==> config.mk <==
export PLATFORM = sky130hd
export DESIGN_NAME = plr_div_cell
export DESIGN_NICKNAME = d
export VERILOG_FILES = /design/src/rtl/pseudorange_linearization_top_assert.svh /design/src/rtl/plr_pkg.sv /design/src/rtl/plr_div_cell.sv
export SDC_FILE = /design/constraint.sdc
export NUM_CORES = 1
export LEC_CHECK = 0
export BUFFER_PORTS_ARGS = -buffer_cell sky130_fd_sc_hd__buf_2
export CORE_AREA = 3 3 237 239
export DETAILED_ROUTE_END_ITERATION = 10
export DIE_AREA = 0 0 240 242
export PLACE_DENSITY_LB_ADDON = 0.1
export SETUP_SLACK_MARGIN = 0.4
export SYNTH_ARGS = -nofsm -noshare
export SYNTH_HDL_FRONTEND = slang
export SYNTH_SLANG_ARGS = --single-unit
==> constraint.sdc <==
create_clock -name clock -period 4.7 [get_ports clock]
set_input_delay 0.47 -clock clock [delete_from_list [all_inputs] [get_ports clock]]
set_output_delay 0.47 -clock clock [all_outputs]
set_load 0.01 [all_outputs]
==> src/rtl/pseudorange_linearization_top_assert.svh <==
// Assertion macros for the pseudorange linearization block
`ifndef PSEUDORANGE_LINEARIZATION_TOP_ASSERT_SVH
`define PSEUDORANGE_LINEARIZATION_TOP_ASSERT_SVH

// Antecedent in this cycle implies consequent in this cycle
`define PLR_ASSERT_SAME(label, clk, rst, a, b) \
   label: assert property (@(posedge clk) disable iff (rst) (a) |-> (b)) \
      else $error("assertion failed: label");

// Antecedent in this cycle implies consequent in the next cycle
`define PLR_ASSERT_NEXT(label, clk, rst, a, b) \
   label: assert property (@(posedge clk) disable iff (rst) (a) |=> (b)) \
      else $error("assertion failed: label");

`endif

==> src/rtl/plr_pkg.sv <==
`default_nettype none
package plr_pkg;
   localparam int COORD_W = 36;
   localparam int PR_W    = 35;
   localparam int LOS_W   = 32;
   localparam int PRN_W   = 8;
   localparam int MAG_W   = 37;
   localparam int SUM_W   = 78;
   localparam int ROOT_W  = 39;
   localparam int SQ_REM_W = 42;
   localparam int DV_REM_W = 40;
   localparam int Q_W     = 31;
   localparam int MIS_W   = 41;
   localparam int CSR_IDX_W = 2;

   typedef enum logic [CSR_IDX_W-1:0] {
      CSR_RX_X = 2'd0,
      CSR_RX_Y = 2'd1,
      CSR_RX_Z = 2'd2,
      CSR_BIAS = 2'd3
   } csr_idx_type;

   // Data handed along the square-root chain
   typedef struct packed {
      logic [SQ_REM_W-1:0] rem;
      logic [ROOT_W-1:0]   root;
      logic [SUM_W-1:0]    rad;
      logic [PR_W-1:0]     pr;
      logic [PRN_W-1:0]    prn;
      logic [2:0]          neg;
      logic [2:0][MAG_W-1:0] mag;
   } sq_type;

   // Data handed along the divider chain
   typedef struct packed {
      logic [2:0][DV_REM_W-1:0] rem;
      logic [ROOT_W-1:0]        r;
      logic [2:0][Q_W-1:0]      q;
      logic [COORD_W-1:0]       mis;
      logic [PRN_W-1:0]         prn;
      logic [2:0]               neg;
      logic                     zero;
   } dv_type;
endpackage
`default_nettype wire

==> src/rtl/plr_div_cell.sv <==
`default_nettype none
module plr_div_cell #(
   parameter bit FIRST = 1'b0
) (
   input  wire logic            clock,
   input  wire logic            reset,
   input  wire logic            en,
   input  wire logic            valid_in,
   input  wire plr_pkg::dv_type data_in,
   output logic                 valid_out,
   output plr_pkg::dv_type      data_out
);
   import plr_pkg::*;

   logic    valid_ff;
   dv_type  data_ff, data_nx_in;
   logic [DV_REM_W-1:0] cur;

   // Resolve one quotient bit on each of the three lanes
   always_comb begin
      data_nx_in = data_in;
      for (int k = 0; k < 3; k++) begin
         cur = FIRST ? data_in.rem[k] : {data_in.rem[k][DV_REM_W-2:0], 1'b0};
         if (cur >= {1'b0, data_in.r}) begin
            data_nx_in.rem[k] = cur - {1'b0, data_in.r};
            data_nx_in.q[k]   = {data_in.q[k][Q_W-2:0], 1'b1};
         end else begin
            data_nx_in.rem[k] = cur;
            data_nx_in.q[k]   = {data_in.q[k][Q_W-2:0], 1'b0};
         end
      end
   end

   always_ff @(posedge clock) begin
      if (reset) begin
         valid_ff <= 1'b0;
      end else if (en) begin
         valid_ff <= valid_in;
      end
      if (en) begin
         data_ff <= data_nx_in;
      end
   end

   assign valid_out = valid_ff;
   assign data_out  = data_ff;
endmodule
`default_nettype wire

==> qor.csv <==
metric,value,unit
"most common cell after layout, fill and taps aside",buf_2,
register area,0.00903,mm²
Max Root-Sink Buffers,3,
Die Height,242,µm
CTS Buf Count,36,
Area Growth Syn to Fin,28.0,%
Tcrit/Tclk final,0.707,
"Async S/R FF share, synth",0,
Highest Signal Layer,met5,
main combinational cell family by area after synthesis,compound AO/OA/AOI/OAI gates,
vias in the first global route,14700,
# fillers,5359,
share of the synthesized area in the top cell type,0.516,
Buf/Inv on CP,4,
Synth Area in Compound Gates,0.168,
DPL Wire Length,54400,µm
postcts setup bufs,0,
Mapped Avg Cell Area,11.4,µm²
multi-input combinational cell area,0.00782,mm²
Setup Skew,0,ns
met1 WL,25900,µm
first-pass GRT wire length,94900,µm
post-synthesis adder-cell area fraction,0.0873,
Worst Path Max Fanout,23,
area share of and/or/nand/nor cells after synthesis,0.100,
CP Capture Type,register,
CTS tree,done,
WL/cell,23.1,µm
dpl ws,0.773,ns
port bufs,598,
final core utilization,0.414,
DRT antenna net count,0,
initial antenna violation count,17,
Power Density,367,mW/mm²
mux share of post-synthesis cell area,0.0378,
Final Critical Period,3.32,ns
row cnt,85,
Initial Util,0.323,
Top Ports,605,
Synth Area in XOR/XNOR,0.0542,
sequential element share of the synthesized area,0.517,
WL met3,5060,µm
cts repair resizes,0,
Iter 0 DRT Violations,672,
Max-cap violations,0,
Yosys Warn Count,0,
Hold WS,0.0861,ns
worst-path cell chain,buf_2 -> inv_1 -> fa_1 -> a211oi_1 -> nor3_1 -> o21ai_0 -> a21oi_2 -> nor3_4 -> o31a_1 -> o41a_4 -> inv_4 -> buf_12 -> mux2_4,
Worst Tran Pin Value,0.862,ns
most frequent cells in the layout,"buf_2, edfxtp_1, a21oi_1",
synthesized cell area,0.0175,mm²
maximum level of the CTS H-tree,2,
Pins Over Slew Limit,0,
RSZ-0062 raised after global routing,no,
GP Congestion,0.911,
Max VDD drop,205,µV
CP top delay family,compound AO/OA/AOI/OAI gates,
Leakage,9.64,nW
"Hold-fix buffers, CTS",0,
Total GRT Usage,0.218,
synth unique cells,82,
"Clk pin slew, worst setup/hold paths",0.06,ns
Crit path required time,4.99,ns
number of synthesized register bits,301,
Nets,2552,
post-synth top area cell,edfxtp_1,
clock root cell,clkbuf_16,
Syn Inst Count,1527,
router iterations before antenna repair,5,
slew margin rel.,0.425,
GR Overflow Total,0,
core area,0.0540,mm²
Worst-Skew Late Latency,0.53,ns
via/cell ratio,5.10,
DRC Markers,0,
Die ar.,0.0581,mm²
total nets after synthesis,1951,
nature of the critical path startpoint,primary input,
Most used DFF post-synth,edfxtp_1,
fmax,301,MHz
drt total wl,66100,µm
"slowest stage delay, CP",0.50,ns
largest net degree at the start of global routing,93,
chip width,240,µm
largest cells by area after synthesis,"edfxtp_1, ha_1, a21oi_1",
WP data arrival,3.61,ns
Hold Fails Final Rpt,0,
vias post-DR,14600,
final worst slack,1.38,ns
clk sinks,301,
kind of critical path,in2reg,
status,"finished, final reports clean",
met2 WL post-DR,33300,µm
"EDFF count, synth",300,
final setup fails,0,
Tot Pwr,8.20,mW
slowest CP cell,o41a_4,
setup TNS,0,ns
fraction of layout cells with a size suffix above 1,0.352,
worst hold path class,in2reg,
final timing paths:
path	start	to	slack [ns]	depth (start not counted)
worst min register to register	valid_out	valid_out	0.54	2
worst max-delay path	data_in[141]	data_out[187]	1.38	13
worst min-delay path	reset	valid_out	0.09	2
worst max register to register	valid_out	valid_out	4.09	2
power breakdown:
group	total, mW	switching, mW	internal [mW]	leakage, nW
sequential	3.41	0.0753	3.34	2.95
combinational	2.15	1.27	0.875	6.17
clock	2.64	1.14	1.50	0.524
total	8.20	2.48	5.71	9.64
cells in the mapped netlist (20+ instances only):
| library cell | n |
|---|---|
| xor2_1 | 40 |
| a21o_1 | 60 |
| a21oi_2 | 27 |
| nor2_1 | 134 |
| mux2_2 | 31 |
| clkbuf_1 | 23 |
| xnor2_1 | 68 |
| edfxtp_1 | 300 |
| nor2b_1 | 20 |
| nand2_1 | 72 |
| inv_1 | 78 |
| nand4_1 | 31 |
| a21oi_1 | 149 |
| nand3_1 | 25 |
| o21ai_0 | 67 |
| ha_1 | 117 |
cell type report:
class                   instances  share of cell area
multi-input cells            1091               0.350
well taps                     696              0.0390
clock buffers                  47              0.0430
flip-flops and latches        301               0.404
diodes                          8            0.000896
inverters                      79              0.0134
repair buffers                619               0.144
clock inverters                17             0.00560
cell families (layout without fill, tap and decap cells):
family                     after synthesis  count (layout)
AOI/OAI and AO/OA                      445             445
and+or+nand+nor                        362             362
DFF                                    301             301
buffers and inverters                  135             762
adders and majority gates              120             120
xor gates and xnor gates               108             108
muxes                                   56              56
other                                    0               8
state kept, by name (all words and copies together) (netlist names):
register and cells:
data_out 300, valid_out 1
metal layers:
layer | GRT usage | up-vias
met5 | 0 | -
met4 | 0.0571 | 20
met3 | 0.0636 | 92
met2 | 0.395 | 465
met1 | 0.250 | 7006
li1 | - | 6980
through the flow:
step                      cells  cell area [µm²]
after global placement     2786            21200
after floorplan            1527            17500
final                      2858            22400
after global routing       2854            22300
after detailed placement   2786            21200
after CTS                  2850            22300
No activity file was read; power rests on OpenSTA's default activity.
