**src/rtl/pseudorange_linearization_top_assert.svh**
```systemverilog
// Assertion macros for the pseudorange linearization block
`ifndef PSEUDORANGE_LINEARIZATION_TOP_ASSERT_SVH
`define PSEUDORANGE_LINEARIZATION_TOP_ASSERT_SVH

// Antecedent in this cycle implies consequent in this cycle
`define PLR_ASSERT_SAME(label, clk, rst, a, b) \
   label: assert property (@(posedge clk) disable iff (rst) (a) |-> (b)) \
      else $error("assertion failed: label");

// Antecedent in this cycle implies consequent in the next cycle
`define PLR_ASSERT_NEXT(label, clk, rst, a, b) \
   label: assert property (@(posedge clk) disable iff (rst) (a) |=> (b)) \
      else $error("assertion failed: label");

`endif

```
**src/rtl/plr_pkg.sv**
```systemverilog
`default_nettype none
package plr_pkg;
   localparam int COORD_W = 36;
   localparam int PR_W    = 35;
   localparam int LOS_W   = 32;
   localparam int PRN_W   = 8;
   localparam int MAG_W   = 37;
   localparam int SUM_W   = 78;
   localparam int ROOT_W  = 39;
   localparam int SQ_REM_W = 42;
   localparam int DV_REM_W = 40;
   localparam int Q_W     = 31;
   localparam int MIS_W   = 41;
   localparam int CSR_IDX_W = 2;

   typedef enum logic [CSR_IDX_W-1:0] {
      CSR_RX_X = 2'd0,
      CSR_RX_Y = 2'd1,
      CSR_RX_Z = 2'd2,
      CSR_BIAS = 2'd3
   } csr_idx_type;

   // Data handed along the square-root chain
   typedef struct packed {
      logic [SQ_REM_W-1:0] rem;
      logic [ROOT_W-1:0]   root;
      logic [SUM_W-1:0]    rad;
      logic [PR_W-1:0]     pr;
      logic [PRN_W-1:0]    prn;
      logic [2:0]          neg;
      logic [2:0][MAG_W-1:0] mag;
   } sq_type;

   // Data handed along the divider chain
   typedef struct packed {
      logic [2:0][DV_REM_W-1:0] rem;
      logic [ROOT_W-1:0]        r;
      logic [2:0][Q_W-1:0]      q;
      logic [COORD_W-1:0]       mis;
      logic [PRN_W-1:0]         prn;
      logic [2:0]               neg;
      logic                     zero;
   } dv_type;
endpackage
`default_nettype wire

```
**src/rtl/plr_sqrt_cell.sv**
```systemverilog
`default_nettype none
module plr_sqrt_cell (
   input  wire logic            clock,
   input  wire logic            reset,
   input  wire logic            en,
   input  wire logic            valid_in,
   input  wire plr_pkg::sq_type data_in,
   output logic                 valid_out,
   output plr_pkg::sq_type      data_out
);
   import plr_pkg::*;

   logic    valid_ff;
   sq_type  data_ff, data_nx_in;
   logic [SQ_REM_W-1:0] cur, trial;

   // Resolve one root bit from the next two radicand bits
   always_comb begin
      cur   = {data_in.rem[SQ_REM_W-3:0], data_in.rad[SUM_W-1 -: 2]};
      trial = {1'b0, data_in.root, 2'b01};
      data_nx_in = data_in;
      data_nx_in.rad = {data_in.rad[SUM_W-3:0], 2'b00};
      if (cur >= trial) begin
         data_nx_in.rem  = cur - trial;
         data_nx_in.root = {data_in.root[ROOT_W-2:0], 1'b1};
      end else begin
         data_nx_in.rem  = cur;
         data_nx_in.root = {data_in.root[ROOT_W-2:0], 1'b0};
      end
   end

   always_ff @(posedge clock) begin
      if (reset) begin
         valid_ff <= 1'b0;
      end else if (en) begin
         valid_ff <= valid_in;
      end
      if (en) begin
         data_ff <= data_nx_in;
      end
   end

   assign valid_out = valid_ff;
   assign data_out  = data_ff;
endmodule
`default_nettype wire

```
**config.mk**
```make
export PLATFORM = sky130hd
export DESIGN_NAME = plr_sqrt_cell
export DESIGN_NICKNAME = d
export VERILOG_FILES = /design/src/rtl/pseudorange_linearization_top_assert.svh /design/src/rtl/plr_pkg.sv /design/src/rtl/plr_sqrt_cell.sv
export SDC_FILE = /design/constraint.sdc
export NUM_CORES = 1
export LEC_CHECK = 0
export BUFFER_PORTS_ARGS = -buffer_cell sky130_fd_sc_hd__buf_2
export CORE_AREA = 2 2 246 248
export DETAILED_ROUTE_END_ITERATION = 12
export DIE_AREA = 0 0 248 250
export PLACE_DENSITY_LB_ADDON = 0.08
export SYNTH_ARGS = -nofsm -noshare
export SYNTH_HDL_FRONTEND = slang
export SYNTH_SLANG_ARGS = --single-unit
```
**constraint.sdc**
```tcl
create_clock -name clock -period 3.7 [get_ports clock]
set_input_delay 0.74 -clock clock [delete_from_list [all_inputs] [get_ports clock]]
set_output_delay 0.74 -clock clock [all_outputs]
set_load 0.01 [all_outputs]
```
==> key figures <==
Setup path
  – Worst r2r dst: valid_out
  – Setup CP Type: input port to flip-flop
  – CP endpoint kind: flip-flop
  – Reg2reg setup slack: 3.13 ns
  – Max Fanout on Critical Path: 7
  – Family with the most delay on the worst path: compound AO/OA/AOI/OAI gates
  – CP Cell Sequence: buf_2, inv_1, ha_1, a21oi_1, o21ai_1, o21ai_0, buf_4, nand4b_1, o21ai_2, o21ai_0, a21boi_0, xor2_1, o21ai_0
  – WP data arrival: 3.29 ns
  – R2R cell count: 2
  – Buf/Inv on CP: 3
  – CP most frequent cell: o21ai_0
  – CP required: 3.97 ns
  – Startpoint types: input port
  – Worst R2R Start: valid_out
  – Slowest CP cell: ha_1
  – CP max stage delay: 0.40 ns

Floorplan
  – Initial Utilization: 20.6%
  – Total core area: 0.0596 sq mm
  – Die width: 248 um
  – Die area: 0.0620 sq mm
  – Die height: 250 um
  – Row count: 90
  – Top Ports: 637

Clock network
  – Post-CTS Repair Setup Buffers: 0
  – Worst-skew pair later-pin latency: 0.54 ns
  – CTS max path bufs: 3
  – CTS tree: built
  – Clock Tree Root: clkbuf_16
  – CTS sink count: 315
  – Num CTS Buffers: 39
  – Post-CTS Hold Fix Bufs: 0
  – H-tree levels: 2
  – Clock-pin transition on the worst setup and hold timing paths: 0.06 ns
  – PostCTS Resize Cnt: 0

STA
  – Max Freq: 0.332 GHz
  – Final period util: 81.5%
  – Hold Vio Cnt, Final: 0
  – Pin slew with the least headroom to its limit: 0.822 ns
  – Slew headroom: 45.2%
  – Setup TNS: 0 ns
  – Fin Clk Skew: 0 ns
  – Setup violators final: 0
  – RSZ-0062 raised after global routing: false
  – Pins Over Slew Limit: 0
  – Fin crit period: 3.01 ns
  – Final worst slack: 0.686 ns

Synth
  – Cell type with the largest total area after synthesis: edfxtp_1
  – Count leader, synth: edfxtp_1
  – Synthesis Warnings: 0
  – Fraction of registers with async set/reset: 0%
  – Share of the synthesized area in the top cell type: 76.8%
  – Post-synth EDFFs: 314
  – Mapped Cells: 773
  – Synth top cells by count: edfxtp_1, nand2_1, o21ai_0
  – Ranking of synthesized cells by area: edfxtp_1, ha_1, o21ai_0, nand2_1, a21oi_1
  – Ys flop type: edfxtp_1
  – Sequential element share of the synthesized area: 77.0%
  – Netlist Area Pre-Place: 0.0123 sq mm
  – Mean Syn Cell Area: 15.9 sq um
  – Synthesized flop and latch total: 315
  – Netlist cell types: 58

Drt
  – Via-to-Cell Ratio: 3.97
  – Vias post-DR: 9,120
  – DR pass1 iterations: 4
  – Average wire per standard cell: 21.2 um
  – DRC violations left: 0
  – DRT iter0 DRCs: 329
  – Routed wire length: 48,700 um
  – DRT antenna net count: 0

Worst hold path
  – Worst Hold Launch: reset
  – HP Class: input port to flip-flop
  – Hold path depth: 2
  – Endpoint, Worst Hold: valid_out

Finish
  – Area of the multi-input gates: 0.00254 sq mm
  – Area grow syn2layout: 46.8%
  – Storage cell area: 0.00945 sq mm
  – Fill count: 6,233
  – Final nets: 1,834
  – Share of post-route cells with drive strength above 1: 49.3%

Pwr
  – Pwr Density: 530 mW/mm^2
  – Total power: 0.00956 W
  – Max VDD drop: 0.000264 V
  – Leakage power: 7.73 nW

Placement
  – Worst slack at placement: 0.123 ns
  – Routability cong.: 0.806
  – PortBufs: 632
  – Post-DP HPWL: 39,700 um

Global routing
  – Grt total ovfl: 0
  – Largest net degree at the start of global routing: 90
  – GRT Util Overall: 15.1%
  – First-pass GRT wire length: 66,400 um
  – Initial antenna violation count: 33
  – Vias in the first global route: 9,222

Run
  – Max-cap violations: 0

Outcome
  – Status: finished, final reports clean
## placed cells by master, fill, tap and decap left out, types with 3 or more instances in the layout
cell | Yosys | layout
nor2b_1 | 3 | 3
o21ai_0 | 59 | 59
clkbuf_16 | 0 | 39
a211oi_1 | 3 | 3
inv_1 | 54 | 54
ha_1 | 41 | 41
edfxtp_1 | 314 | 314
buf_12 | 0 | 6
and3_1 | 6 | 6
a21oi_1 | 48 | 48
clkinv_2 | 0 | 4
nand2_1 | 68 | 68
clkbuf_1 | 9 | 11
clkinv_1 | 0 | 8
diode_2 | 0 | 12
nor3_1 | 3 | 3
o211ai_1 | 5 | 5
bufinv_16 | 0 | 4
xnor2_1 | 15 | 15
nand2b_1 | 3 | 3
nand4_1 | 11 | 11
nor2_1 | 25 | 25
xor2_1 | 22 | 22
buf_4 | 2 | 39
a21o_1 | 10 | 10
o21a_1 | 3 | 3
buf_2 | 7 | 631
a31oi_1 | 6 | 6
nand3_1 | 8 | 8
o21bai_1 | 5 | 5
## where the power goes
part           internal [W]  switching, W
logic              0.000590      0.000841
clock network       0.00223       0.00152
registers           0.00431     0.0000727
total               0.00712       0.00244
## stage by stage
stage          utilization, %  hold WS [ns]  std cells  instance area (sq um)
2_1_floorplan               -         0.528        774                  12300
3_3_place_gp             28.1         0.479       2214                  16800
3_5_place_dp             28.1         0.488       2214                  16800
4_1_cts                  30.2         0.309       2284                  18000
5_1_grt                  30.2         0.325       2290                  18000
6_report                 30.3         0.349       2296                  18000
## routing by layer
metal / part of all wire (%) / global-route usage (%) / wire length (um) / up-vias
met2: 53 / 28.2 / 25800 / 347
met5: 0.39 / 0 / 189 / -
li1: - / - / - / 4329
met4: 2.4 / 4.21 / 1150 / 30
met1: 34 / 14.6 / 16700 / 4315
met3: 10 / 6.77 / 4880 / 99
## logic make-up (layout without fill, tap and decap cells)
family	count (synthesis)	after routing	share of synthesized area, %
adder cells (fa/ha/maj)	41	41	4.18
multiplexers	3	3	0.255
other	1	14	0.0306
XOR/XNOR	37	37	2.64
AND/OR/NAND/NOR	138	138	5.21
flip-flops	315	315	77.0
buffers and inverters	73	801	2.36
AO/OA/AOI/OAI	165	165	8.34
## flip-flops by register name, summed over array words and instances (netlist names)
register   cells
valid_out      1
data_out     314
## area by class of cell
cell class              instances  area share [%]
clock inverters                20            1.22
multi-input cells             386            14.1
well taps                     782            5.43
diodes                         12           0.167
inverters                      54            1.12
flip-flops and latches        315            52.4
repair buffers                677            19.9
clock buffers                  50            5.64
## worst max path at each step
stage	cells after the start	endpoint	slack, ns	start
detailed placement	12	data_out[312]	0.12	data_in[241]
CTS	12	data_out[312]	0.67	data_in[239]
finish	13	data_out[312]	0.69	data_in[250]
floorplan	11	data_out[304]	0.67	data_in[235]
global route	13	data_out[312]	0.47	data_in[250]
global placement	12	data_out[312]	0.14	data_in[239]
No activity file was read; power rests on OpenSTA's default activity.
